### config.mk
export PLATFORM = sky130hd
export DESIGN_NAME = fifo_page_replacement
export DESIGN_NICKNAME = d
export VERILOG_FILES = /design/src/rtl/fpr_pkg.sv /design/src/rtl/fpr_ctrl.sv /design/src/rtl/fpr_datapath.sv /design/src/rtl/fifo_page_replacement.sv
export SDC_FILE = /design/constraint.sdc
export NUM_CORES = 1
export LEC_CHECK = 0
export BUFFER_PORTS_ARGS = -buffer_cell sky130_fd_sc_hd__buf_4
export CAP_MARGIN = 20
export CORE_ASPECT_RATIO = 0.8
export CORE_MARGIN = 2
export CORE_UTILIZATION = 55
export CTS_CLUSTER_SIZE = 14
export DETAILED_ROUTE_END_ITERATION = 12
export GPL_TIMING_DRIVEN = 1
export PLACE_DENSITY = 0.79
export SYNTH_ARGS = -nofsm -noshare
export SYNTH_HDL_FRONTEND = slang
export SYNTH_SLANG_ARGS = --single-unit
### constraint.sdc
create_clock -name clk -period 3.9 [get_ports clk]
set_input_delay 0.195 -clock clk [delete_from_list [all_inputs] [get_ports clk]]
set_output_delay 0.195 -clock clk [all_outputs]
set_load 0.01 [all_outputs]
### src/rtl/fpr_pkg.sv
package fpr_pkg;

  localparam int FRAMES     = 16;
  localparam int PAGE_BITS  = 16;
  localparam int SLOT_W     = 4;
  localparam int CNT_W      = 32;
  localparam int NCFG_W     = 5;
  localparam int IN_DATA_W  = 16;
  localparam int OUT_DATA_W = 88;
  localparam int OUT_USER_W = 2;

  localparam logic [NCFG_W-1:0] FRAMES_RESET = NCFG_W'(FRAMES);
  localparam logic [CNT_W-1:0]  CNT_MAX      = {CNT_W{1'b1}};

  typedef struct packed {
    logic capture;  // latch the accepted reference
    logic exec;     // look up, update frames and load the result
  } fpr_cmd_t;

  typedef struct packed {
    logic out_free; // result register empty or being drained this cycle
  } fpr_sts_t;

endpackage

### src/rtl/fpr_ctrl.sv
module fpr_ctrl
  import fpr_pkg::*;
(
  input  logic     clk,
  input  logic     rst_n,
  input  logic     in_tvalid,
  output logic     in_tready,
  input  fpr_sts_t sts,
  output fpr_cmd_t cmd
);

  typedef enum logic {
    S_IDLE,
    S_EXEC
  } state_t;

  state_t state_r, state_nxt;

  assign in_tready   = (state_r == S_IDLE);
  assign cmd.capture = in_tvalid && (state_r == S_IDLE);
  assign cmd.exec    = (state_r == S_EXEC) && sts.out_free;

  always_comb begin
    state_nxt = state_r;
    unique case (state_r)
      S_IDLE: begin
        if (in_tvalid) state_nxt = S_EXEC;
      end
      S_EXEC: begin
        if (sts.out_free) state_nxt = S_IDLE;
      end
      default: state_nxt = S_IDLE;
    endcase
  end

  always_ff @(posedge clk) begin
    if (!rst_n) begin
      state_r <= S_IDLE;
    end else begin
      state_r <= state_nxt;
    end
  end

endmodule

### src/rtl/fpr_datapath.sv
module fpr_datapath
  import fpr_pkg::*;
(
  input  logic                  clk,
  input  logic                  rst_n,
  input  fpr_cmd_t              cmd,
  output fpr_sts_t              sts,
  input  logic                  cfg_wr_en,
  input  logic [NCFG_W-1:0]     cfg_wr_data,
  input  logic [IN_DATA_W-1:0]  in_tdata,
  input  logic                  in_tlast,
  output logic                  out_tvalid,
  input  logic                  out_tready,
  output logic [OUT_DATA_W-1:0] out_tdata,
  output logic [OUT_USER_W-1:0] out_tuser,
  output logic                  out_tlast
);

  logic [NCFG_W-1:0]    frames_cfg_r;
  logic [PAGE_BITS-1:0] page_r;
  logic                 last_r;
  logic [PAGE_BITS-1:0] frame_page_r [FRAMES];
  logic [FRAMES-1:0]    frame_valid_r;
  logic [SLOT_W-1:0]    next_slot_r;
  logic [CNT_W-1:0]     hits_r;
  logic [CNT_W-1:0]     misses_r;

  logic                 out_valid_r;
  logic                 res_hit_r;
  logic [SLOT_W-1:0]    res_slot_r;
  logic                 res_ev_valid_r;
  logic [PAGE_BITS-1:0] res_ev_page_r;
  logic [CNT_W-1:0]     res_hits_r;
  logic [CNT_W-1:0]     res_misses_r;
  logic                 res_last_r;

  logic [NCFG_W-1:0]    n_act;
  logic [FRAMES-1:0]    match;
  logic                 hit;
  logic [SLOT_W-1:0]    hit_slot;
  logic [SLOT_W-1:0]    fill_slot;
  logic [SLOT_W-1:0]    slot;
  logic [NCFG_W-1:0]    fill_inc;
  logic [SLOT_W-1:0]    ptr_nxt;
  logic                 ev_valid;
  logic [PAGE_BITS-1:0] ev_page;
  logic [CNT_W-1:0]     hits_nxt;
  logic [CNT_W-1:0]     misses_nxt;

  // clamp the configured frame count into 1..FRAMES
  always_comb begin
    if (frames_cfg_r == '0) begin
      n_act = NCFG_W'(1);
    end else if (frames_cfg_r > NCFG_W'(FRAMES)) begin
      n_act = NCFG_W'(FRAMES);
    end else begin
      n_act = frames_cfg_r;
    end
  end

  always_comb begin
    for (int i = 0; i < FRAMES; i++) begin
      match[i] = frame_valid_r[i] && (frame_page_r[i] == page_r) && (NCFG_W'(i) < n_act);
    end
  end

  // lowest matching frame wins
  always_comb begin
    hit_slot = '0;
    for (int i = FRAMES - 1; i >= 0; i--) begin
      if (match[i]) hit_slot = SLOT_W'(i);
    end
  end

  assign hit       = |match;
  assign fill_slot = ({1'b0, next_slot_r} < n_act) ? next_slot_r : '0;
  assign fill_inc  = {1'b0, fill_slot} + NCFG_W'(1);
  assign ptr_nxt   = (fill_inc == n_act) ? '0 : fill_inc[SLOT_W-1:0];
  assign slot      = hit ? hit_slot : fill_slot;
  assign ev_valid  = !hit && frame_valid_r[fill_slot];
  assign ev_page   = ev_valid ? frame_page_r[fill_slot] : '0;
  assign hits_nxt   = (hit && hits_r != CNT_MAX) ? hits_r + CNT_W'(1) : hits_r;
  assign misses_nxt = (!hit && misses_r != CNT_MAX) ? misses_r + CNT_W'(1) : misses_r;

  assign sts.out_free = !out_valid_r || out_tready;

  always_ff @(posedge clk) begin
    if (!rst_n) begin
      frames_cfg_r <= FRAMES_RESET;
    end else if (cfg_wr_en) begin
      frames_cfg_r <= cfg_wr_data;
    end
  end

  always_ff @(posedge clk) begin
    if (cmd.capture) begin
      page_r <= in_tdata[PAGE_BITS-1:0];
      last_r <= in_tlast;
    end
  end

  // frame contents need no reset: each is read only behind its valid bit
  always_ff @(posedge clk) begin
    if (cmd.exec && !hit && !last_r) begin
      frame_page_r[fill_slot] <= page_r;
    end
  end

  always_ff @(posedge clk) begin
    if (!rst_n) begin
      frame_valid_r <= '0;
      next_slot_r   <= '0;
      hits_r        <= '0;
      misses_r      <= '0;
    end else if (cmd.exec) begin
      if (last_r) begin
        frame_valid_r <= '0;
        next_slot_r   <= '0;
        hits_r        <= '0;
        misses_r      <= '0;
      end else begin
        hits_r   <= hits_nxt;
        misses_r <= misses_nxt;
        if (!hit) begin
          frame_valid_r[fill_slot] <= 1'b1;
          next_slot_r              <= ptr_nxt;
        end
      end
    end
  end

  always_ff @(posedge clk) begin
    if (!rst_n) begin
      out_valid_r <= 1'b0;
    end else if (cmd.exec) begin
      out_valid_r <= 1'b1;
    end else if (out_tready) begin
      out_valid_r <= 1'b0;
    end
  end

  always_ff @(posedge clk) begin
    if (cmd.exec) begin
      res_hit_r      <= hit;
      res_slot_r     <= slot;
      res_ev_valid_r <= ev_valid;
      res_ev_page_r  <= ev_page;
      res_hits_r     <= hits_nxt;
      res_misses_r   <= misses_nxt;
      res_last_r     <= last_r;
    end
  end

  assign out_tvalid = out_valid_r;
  assign out_tdata  = {4'b0000, res_misses_r, res_hits_r, res_ev_page_r, res_slot_r};
  assign out_tuser  = {res_ev_valid_r, res_hit_r};
  assign out_tlast  = res_last_r;

endmodule

### src/rtl/fifo_page_replacement.sv
// channel  | ports               | contents
// ---------+---------------------+---------------------------------------------
// in       | in_tvalid/tready    | tdata: page; tlast: last_ref
// out      | out_tvalid/tready   | tdata: slot, evicted_page, hit_count,
//          |                     |   miss_count; tuser: hit, evicted_valid;
//          |                     |   tlast: run_done
// cfg      | cfg_wr_en           | cfg_wr_data: frames_in_use
//
// Each reference is first latched, then the parallel frame compare and update
// loads the result register.
// A new reference is taken while the previous result still waits at the output.
// Reset is synchronous, active low: all frames empty, pointer and counts zero,
// frames_in_use set to 16. A stalled output holds the lookup step.
module fifo_page_replacement
  import fpr_pkg::*;
(
  input  logic                  clk,
  input  logic                  rst_n,
  input  logic                  cfg_wr_en,
  input  logic [NCFG_W-1:0]     cfg_wr_data,
  input  logic                  in_tvalid,
  output logic                  in_tready,
  input  logic [IN_DATA_W-1:0]  in_tdata,   // [15:0] page
  input  logic                  in_tlast,
  output logic                  out_tvalid,
  input  logic                  out_tready,
  output logic [OUT_DATA_W-1:0] out_tdata,  // [3:0] slot, [19:4] evicted_page,
                                            // [51:20] hit_count, [83:52] miss_count
  output logic [OUT_USER_W-1:0] out_tuser,  // [0] hit, [1] evicted_valid
  output logic                  out_tlast
);

  fpr_cmd_t cmd;
  fpr_sts_t sts;

  fpr_ctrl u_ctrl (
    .clk       (clk),
    .rst_n     (rst_n),
    .in_tvalid (in_tvalid),
    .in_tready (in_tready),
    .sts       (sts),
    .cmd       (cmd)
  );

  fpr_datapath u_datapath (
    .clk         (clk),
    .rst_n       (rst_n),
    .cmd         (cmd),
    .sts         (sts),
    .cfg_wr_en   (cfg_wr_en),
    .cfg_wr_data (cfg_wr_data),
    .in_tdata    (in_tdata),
    .in_tlast    (in_tlast),
    .out_tvalid  (out_tvalid),
    .out_tready  (out_tready),
    .out_tdata   (out_tdata),
    .out_tuser   (out_tuser),
    .out_tlast   (out_tlast)
  );

endmodule
==> results.md, run 1 <==
* X dimension of the die at about 230 um
* Met1 Wirelength at 27260 um
* Antenna violations before repair at 0
* Total power divided by cell area at around 400 nW/um^2
* Final global-route overflow total at 0
* Starting utilization of the core area at 55.87%
* CTS clk-pin slew, worst paths at 0.06 ns
* Count of port buffers added during placement at 115
* Setup violations, final at 0
* Core box area at 40710 sq um
* Htree depth at 2
* Worst-margin pin slew at 0.9816 ns
* Number of antenna repair diodes at 0
* Drt wl/cell at ~25 um
* Static leakage power at ~9.3 nW
* CP Data Required Time at 4.19 ns
* Commonest cells after routing, fill and taps aside: 360 x sky130_fd_sc_hd__edfxtp_1, 208 x sky130_fd_sc_hd__buf_4, 196 x sky130_fd_sc_hd__nand2_1
* Kind of capture point of the worst setup path: register
* Number of synthesized flops with an enable pin at 360
* Period utilisation layout at 98.06%
* Ports placed on the boundary at 120
* Cts bufs inserted at 46
* Share of cells above drive strength 1 at 16.29%
* Startpoint class of the critical path: register
* Rows at 66
* Post-route DRC violation count at 0
* Hold Fails Final Rpt at 0
* Launch point of the worst reg-to-reg path: u_datapath.page_r[5]
* Endpoint of the worst-slack reg-to-reg timing path: u_datapath.res_misses_r[20]
* Setup WS pre-CTS at -0.1218 ns
* Global routing usage summed across all routing layers at 31.25%
* Post-route minimum period at 3.824 ns
* Routability-driven placement congestion ratio at 1.043
* Worst-case reg-to-reg path depth at 10
* Cell area after technology mapping at 22740 sq um
* Clock tree buffer depth at 3
* RSZ-0062 raised after global routing: yes
* Routed length on met2 at 30410 um
* Result of the run: complete, no violations
* Register-to-Register Setup Slack at 0.08 ns
* Number of warnings issued by yosys at 0
* Top flip-flop cell by instance count after synthesis: sky130_fd_sc_hd__edfxtp_1
* Root Driver: sky130_fd_sc_hd__clkbuf_16
* Total clock sinks at 451
* Synthesis-to-finish area growth at 17.71%
* Fraction of registers with async set or reset after synthesis at 0%
* Overall routed net length at ~70000 um
* TritonCTS clock tree: yes
* Critical path class: register to register
* Worst Path Arrival at around 4.1 ns
* Final number of max-transition violations at 0
* Final Skew at 0.02935 ns
* Highest routed layer: met4
* Filler instances at roughly 3000
* Die Outline Area at 43010 sq um
* Max-slew headroom at the worst pin at 34.56%
* Ratio of routed vias to standard cells at 6.531
* Minimum hold slack at between 0.3 and 0.4 ns
* Total half-perimeter wirelength after legalization and detailed placement at ~47000 um
* Vias in the first global route at 16830
* Wire length of the first global-routing pass at 101800 um
* Most common cell after layout, fill and taps aside: sky130_fd_sc_hd__edfxtp_1
* Largest net degree at the start of global routing at 68
* Syn avg cell area at 11.44 sq um
* Met3 Wirelength at 8574 um
* Timing-limited maximum frequency at between 200 and 300 MHz
* Post-layout worst setup margin at 0.07576 ns
* Netlist cell types at 80
* DR vias at 17987
* Top fanout value on the critical path at 12
* Worst voltage drop across the vdd grid at approximately 0.4 mV
* Post-synthesis sequential area ratio at 55.54%
* Number of violations reported at the end of detailed-routing iteration 0 at 2558
* Setup Total Neg Slack at 0 ns
* Number of iterations in the first detailed-routing pass at 6
* Register bit count reported by yosys at 451
* Worst setup endpoint: u_datapath.res_misses_r[20]
* Start point of the critical path: u_datapath.page_r[5]
* Nets at 2208
* Post-Synthesis Cells at 1989
* Latest clock arrival within the worst-skew pair at about 0.58 ns
* Residual antenna-violating net count after detailed routing at 0
* Type of the worst min-delay path: primary input to register
* Height of the die at 185.9 um
* Max-cap violations at 0
cells by family after synthesis:
| kind of cell | count (synthesis) | synth area share, % |
|---|---|---|
| and+or+nand+nor | 697 | 16.21 |
| AOI/OAI and AO/OA | 318 | 9.638 |
| buffers and inverters | 161 | 3.504 |
| muxes | 31 | 2.255 |
| DFF | 451 | 55.54 |
| adders and majority gates | 8 | 0.4401 |
| other | 1 | 0.01649 |
| xor gates and xnor gates | 322 | 12.40 |
how the worst min path moves through the flow:
stage                 startpoint                     to  depth (start not counted)  slack (ns)
floorplan               in_tlast      u_datapath.last_r                          0        0.29
global placement    in_tdata[12]  u_datapath.page_r[12]                          1        0.37
detailed placement   in_tdata[6]   u_datapath.page_r[6]                          1        0.37
CTS                  in_tdata[4]   u_datapath.page_r[4]                          2        0.32
global route         in_tdata[3]   u_datapath.page_r[3]                          2        0.34
finish               in_tdata[4]   u_datapath.page_r[4]                          2        0.35
cell type report:
type                       count  area (sq um)  share of cell area (%)
sequential                   451         12630                   47.18
multi-input combinational   1380          9384                   35.05
timing repair buffer         272          2524                   9.427
clock buffer                  73          1366                   5.104
tap                          544         680.7                   2.542
inverter                      22         97.59                  0.3645
clock inverter                12         87.58                  0.3271
metrics by stage:
| step | area (sq um) | power [mW] | instances | utilization [%] |
|---|---|---|---|---|
| 2_1_floorplan | 22760 | 5.986 | 1992 | - |
| 3_3_place_gp | 24920 | 6.368 | 2635 | 61.21 |
| 3_5_place_dp | 24920 | 6.387 | 2635 | 61.21 |
| 4_1_cts | 26690 | 10.65 | 2751 | 65.56 |
| 5_1_grt | 26770 | 10.93 | 2754 | 65.76 |
| 6_report | 26770 | 10.66 | 2754 | 65.76 |
power by group:
part	internal (mW)	switching, mW
registers	5.30	0.0586
clock network	2.47	1.84
logic	0.377	0.616
cells in the mapped netlist (9+ instances only):
master	number	area share, %
sky130_fd_sc_hd__a2111oi_0	16	0.62
sky130_fd_sc_hd__a21oi_1	62	1.4
sky130_fd_sc_hd__a22o_1	10	0.39
sky130_fd_sc_hd__a31oi_1	18	0.50
sky130_fd_sc_hd__and2_1	18	0.50
sky130_fd_sc_hd__and3_1	28	0.77
sky130_fd_sc_hd__buf_1	11	0.18
sky130_fd_sc_hd__buf_2	27	0.59
sky130_fd_sc_hd__buf_4	18	0.59
sky130_fd_sc_hd__buf_6	12	0.59
sky130_fd_sc_hd__clkbuf_1	70	1.2
sky130_fd_sc_hd__dfxtp_1	91	8.0
sky130_fd_sc_hd__edfxtp_1	360	48
sky130_fd_sc_hd__inv_1	20	0.33
sky130_fd_sc_hd__mux2i_1	13	0.57
sky130_fd_sc_hd__mux4_2	16	1.6
sky130_fd_sc_hd__nand2_1	197	3.3
sky130_fd_sc_hd__nand2b_1	17	0.47
sky130_fd_sc_hd__nand3_1	74	1.6
sky130_fd_sc_hd__nand4_1	59	1.6
sky130_fd_sc_hd__nand4b_1	10	0.39
sky130_fd_sc_hd__nor2_1	85	1.4
sky130_fd_sc_hd__nor2b_1	11	0.30
sky130_fd_sc_hd__nor3_1	62	1.4
sky130_fd_sc_hd__nor4_1	46	1.3
sky130_fd_sc_hd__o211ai_1	12	0.40
sky130_fd_sc_hd__o21a_1	16	0.53
sky130_fd_sc_hd__o21ai_0	57	1.3
sky130_fd_sc_hd__o221ai_1	49	1.9
sky130_fd_sc_hd__o22ai_1	17	0.47
sky130_fd_sc_hd__o31ai_1	13	0.43
sky130_fd_sc_hd__or2_2	9	0.25
sky130_fd_sc_hd__or3_1	12	0.33
sky130_fd_sc_hd__or4_1	24	0.79
sky130_fd_sc_hd__xnor2_1	150	5.8
sky130_fd_sc_hd__xor2_1	172	6.6
flip-flops by register name, indices dropped and copies added (netlist names):
name / count
u_datapath.res_ev_page_r: 16
u_datapath.res_ev_valid_r: 1
u_datapath.misses_r: 32
u_datapath.frames_cfg_r: 5
u_datapath.last_r: 1
u_datapath.frame_valid_r: 16
u_datapath.res_misses_r: 32
u_datapath.out_tvalid: 1
u_datapath.page_r: 16
u_ctrl.state_r: 1
u_datapath.frame_page_r: 256
u_datapath.out_tlast: 1
u_datapath.res_hits_r: 32
u_datapath.res_hit_r: 1
u_datapath.next_slot_r: 4
u_datapath.hits_r: 32
u_datapath.res_slot_r: 4
worst max-delay path, stage by stage, from the launching register on:
cell and delay [ns]:
sky130_fd_sc_hd__edfxtp_1 0.63, sky130_fd_sc_hd__xor2_1 0.28, sky130_fd_sc_hd__or4_1 0.55, sky130_fd_sc_hd__or3_1 0.37, sky130_fd_sc_hd__nor4_1 0.58, sky130_fd_sc_hd__buf_4 0.22, sky130_fd_sc_hd__nand4bb_1 0.21, sky130_fd_sc_hd__nor4_4 0.10
sky130_fd_sc_hd__and2_1 0.22, sky130_fd_sc_hd__and3_1 0.22, sky130_fd_sc_hd__xor2_1 0.16
layer usage:
metal | GRT usage (%) | up-vias
met2 | 47.86 | 1259
met3 | 6.725 | 147
li1 | - | 7822
met4 | 8.568 | 0
met1 | 45.07 | 8759
met5 | 0 | -
timing repair:
| item | CTS | global route |
|---|---|---|
| setup endpoints to repair | 5 | 117 |
| buffers inserted | 0 | 3 |
| hold endpoints to repair | 25 | 0 |
| pin swaps | 0 | 1 |
| resized for setup | 2 | 10 |
| hold buffers | 31 | 0 |
Power figures use the tool's default switching activity.
==> run 2: changes to the inputs <==
--- a/config.mk
+++ b/config.mk
@@ -13,7 +13,7 @@
 export CTS_CLUSTER_SIZE = 14
 export DETAILED_ROUTE_END_ITERATION = 12
 export GPL_TIMING_DRIVEN = 1
-export PLACE_DENSITY = 0.79
+export PLACE_DENSITY = 0.76
 export SYNTH_ARGS = -nofsm -noshare
 export SYNTH_HDL_FRONTEND = slang
 export SYNTH_SLANG_ARGS = --single-unit
==> constraint.sdc (replaced) <==
create_clock -name clk -period 4.6 [get_ports clk]
set_input_delay 0.23 -clock clk [delete_from_list [all_inputs] [get_ports clk]]
set_output_delay 0.23 -clock clk [all_outputs]
set_load 0.01 [all_outputs]
==> run 2 against run 1 <==
- maximum frequency is 10% lower
- sequential power is 15% lower
- hold slack better by 0.035 ns
- register-to-register slack better by 0.28 ns
- flip-flop and latch count stayed put
- clock skew is 0.0014 ns lower
- wire length is 2.7% higher
- critical endpoint is now u_datapath.res_ev_page_r[0]
==> results.md, run 2 (synthesis results as in run 1) <==
* CP Data Required Time at just under 5 ns
* Top fanout value on the critical path at 23
* Global routing usage summed across all routing layers at between 30% and 40%
* Period utilisation layout at between 90% and 100%
* Max FFs per register at between 200 and 300
* Type of the worst min-delay path: primary input to register
* CTS clk-pin slew, worst paths at about 0.07 ns
* Vias in the first global route at 16144
* Critical path class: register to register
* Height of the die at roughly 190 um
* Starting utilization of the core area at between 50% and 60%
* Number of iterations in the first detailed-routing pass at 6
* Total clock sinks at 451
* Static leakage power at 9.085 nW
* Latest clock arrival within the worst-skew pair at 0.58 ns
* TritonCTS clock tree: yes
* Clock tree buffer depth at 3
* X dimension of the die at 231.4 um
* Timing-limited maximum frequency at 235.4 MHz
* Share of cells above drive strength 1 at about 15%
* RSZ-0062 raised after global routing: no
* Final number of max-transition violations at 0
* Final Skew at around 0.028 ns
* Residual antenna-violating net count after detailed routing at 0
* Post CTS Setup Buffer Count at 0
* Setup WS pre-CTS at 0.5198 ns
* DR vias at 17668
* Total power divided by cell area at 352.4 nW/um^2
* Cts bufs inserted at 46
* Cell depth of the worst min-delay path at 2
* Final std cell area, no fill at 26290 sq um
* Worst Path Arrival at 4.55 ns
* Number of antenna repair diodes at 0
* Drt wl/cell at 25.70 um
* Finished Layout Cells at 2722
* Antenna violations before repair at 2
* Synthesis-to-finish area growth at 15.61%
* Commonest cells after routing, fill and taps aside: 360 x sky130_fd_sc_hd__edfxtp_1, 202 x sky130_fd_sc_hd__buf_4, 196 x sky130_fd_sc_hd__nand2_1
* Placed instance area at 24430 sq um
* Multi-input logic area at approximately 9400 sq um
* Worst-case reg-to-reg path depth at 13
* Largest register by flop count: u_datapath.frame_page_r
* Startpoint class of the critical path: register
* Core box area at 40710 sq um
* Result of the run: complete, no violations
* Worst-margin pin slew at around 1.1 ns
* Root Driver: sky130_fd_sc_hd__clkbuf_16
* Filler instances at 3112
* Largest net degree at the start of global routing at 63
* Setup Total Neg Slack at 0 ns
* Final core area utilization at between 60 and 70%
* Ratio of routed vias to standard cells at 6.491
* Nets at 2175
* Hold Fails Final Rpt at 0
* Rows at 66
* Most common cell after layout, fill and taps aside: sky130_fd_sc_hd__edfxtp_1
* Routability-driven placement congestion ratio at around 1.0
* Max-cap violations at 0
* Post-route minimum period at 4.249 ns
* Post-route DRC violation count at 0
* Count of port buffers added during placement at about 120
* Max-slew headroom at the worst pin at 29.49%
* Number of violations reported at the end of detailed-routing iteration 0 at 2273
* Overall routed net length at 69960 um
* Setup violations, final at 0
* Worst voltage drop across the vdd grid at approximately 0.24 mV
* Htree depth at 2
* Die Outline Area at 43010 sq um
* Ports placed on the boundary at 120
* Placed cells at 2607
* Final global-route overflow total at 0
* Post-layout worst setup margin at 0.3515 ns
* Register Area at 12630 sq um
* Wire length of the first global-routing pass at 102900 um
* Kind of capture point of the worst setup path: register
* Total half-perimeter wirelength after legalization and detailed placement at 49880 um
-- run 2: cell count changes in the layout (fill, tap and decap cells not counted), moves of 2 or more --
| cell | before | now |
|---|---|---|
| sky130_fd_sc_hd__a2111oi_1 | 3 | 0 |
| sky130_fd_sc_hd__clkinv_1 | 3 | 5 |
| sky130_fd_sc_hd__buf_12 | 32 | 8 |
| sky130_fd_sc_hd__buf_4 | 208 | 202 |
| sky130_fd_sc_hd__nor4_1 | 44 | 46 |
| sky130_fd_sc_hd__a2111oi_0 | 13 | 16 |
| sky130_fd_sc_hd__dlygate4sd3_1 | 31 | 29 |
| sky130_fd_sc_hd__bufinv_16 | 1 | 5 |
| sky130_fd_sc_hd__clkbuf_1 | 19 | 13 |
| sky130_fd_sc_hd__clkinvlp_4 | 1 | 3 |
-- run 2: repair_timing --
item | 4_1_cts | 5_1_grt
resized for setup | 0 | 0
hold endpoints to repair | 25 | 0
hold buffers | 29 | 0
-- run 2: layout make-up --
type,count,share of cell area [%]
clock buffers,68,5.163
clock inverters,18,0.8280
inverters,22,0.3283
multi-input cells,1380,35.57
flip-flops and latches,451,48.04
well taps,544,2.589
repair buffers,239,7.480
-- run 2: metal layers --
layer | GRT usage [%] | vias up | wire length, um
met5 | 0 | - | 27
met4 | 8.413 | 4 | 1759
li1 | - | 7755 | -
met2 | 45.57 | 1102 | 29470
met1 | 47.27 | 8687 | 29450
met3 | 10.65 | 120 | 9244
-- run 2: report_power, final --
group	internal [mW]	switching [mW]	total (mW)
registers	4.49	0.0662	4.56
clock network	2.33	1.59	3.92
logic	0.293	0.500	0.793
total	7.11	2.16	9.27
-- run 2: per-stage QoR --
step	hold slack, ns	power, mW
2_1_floorplan	0.3289	5.077
3_3_place_gp	0.4081	5.385
3_5_place_dp	0.4092	5.397
4_1_cts	0.3662	9.277
5_1_grt	0.3771	9.491
6_report	0.3814	9.267
-- run 2: final timing paths --
kind / to / from / slack [ns]
setup / recovery: u_datapath.res_ev_page_r[0] / u_datapath.frames_cfg_r[1] / 0.35
hold / removal: u_datapath.page_r[5] / in_tdata[5] / 0.38
setup reg to reg: u_datapath.res_ev_page_r[0] / u_datapath.frames_cfg_r[1] / 0.35
hold reg to reg: u_datapath.misses_r[28] / u_datapath.misses_r[28] / 0.49
-- run 2: critical path, stage by stage, from the launching register on --
cell	delay [ns]
sky130_fd_sc_hd__dfxtp_1	0.64
sky130_fd_sc_hd__nand2b_1	0.12
sky130_fd_sc_hd__ha_1	0.31
sky130_fd_sc_hd__nor4bb_1	0.40
sky130_fd_sc_hd__a22o_1	0.29
sky130_fd_sc_hd__o21ai_2	0.13
sky130_fd_sc_hd__nand2_2	0.13
sky130_fd_sc_hd__clkinv_2	0.32
sky130_fd_sc_hd__buf_4	0.35
sky130_fd_sc_hd__buf_4	0.25
sky130_fd_sc_hd__o22ai_1	0.19
sky130_fd_sc_hd__o21ai_0	0.16
sky130_fd_sc_hd__nor2_1	0.57
sky130_fd_sc_hd__nor3_1	0.09
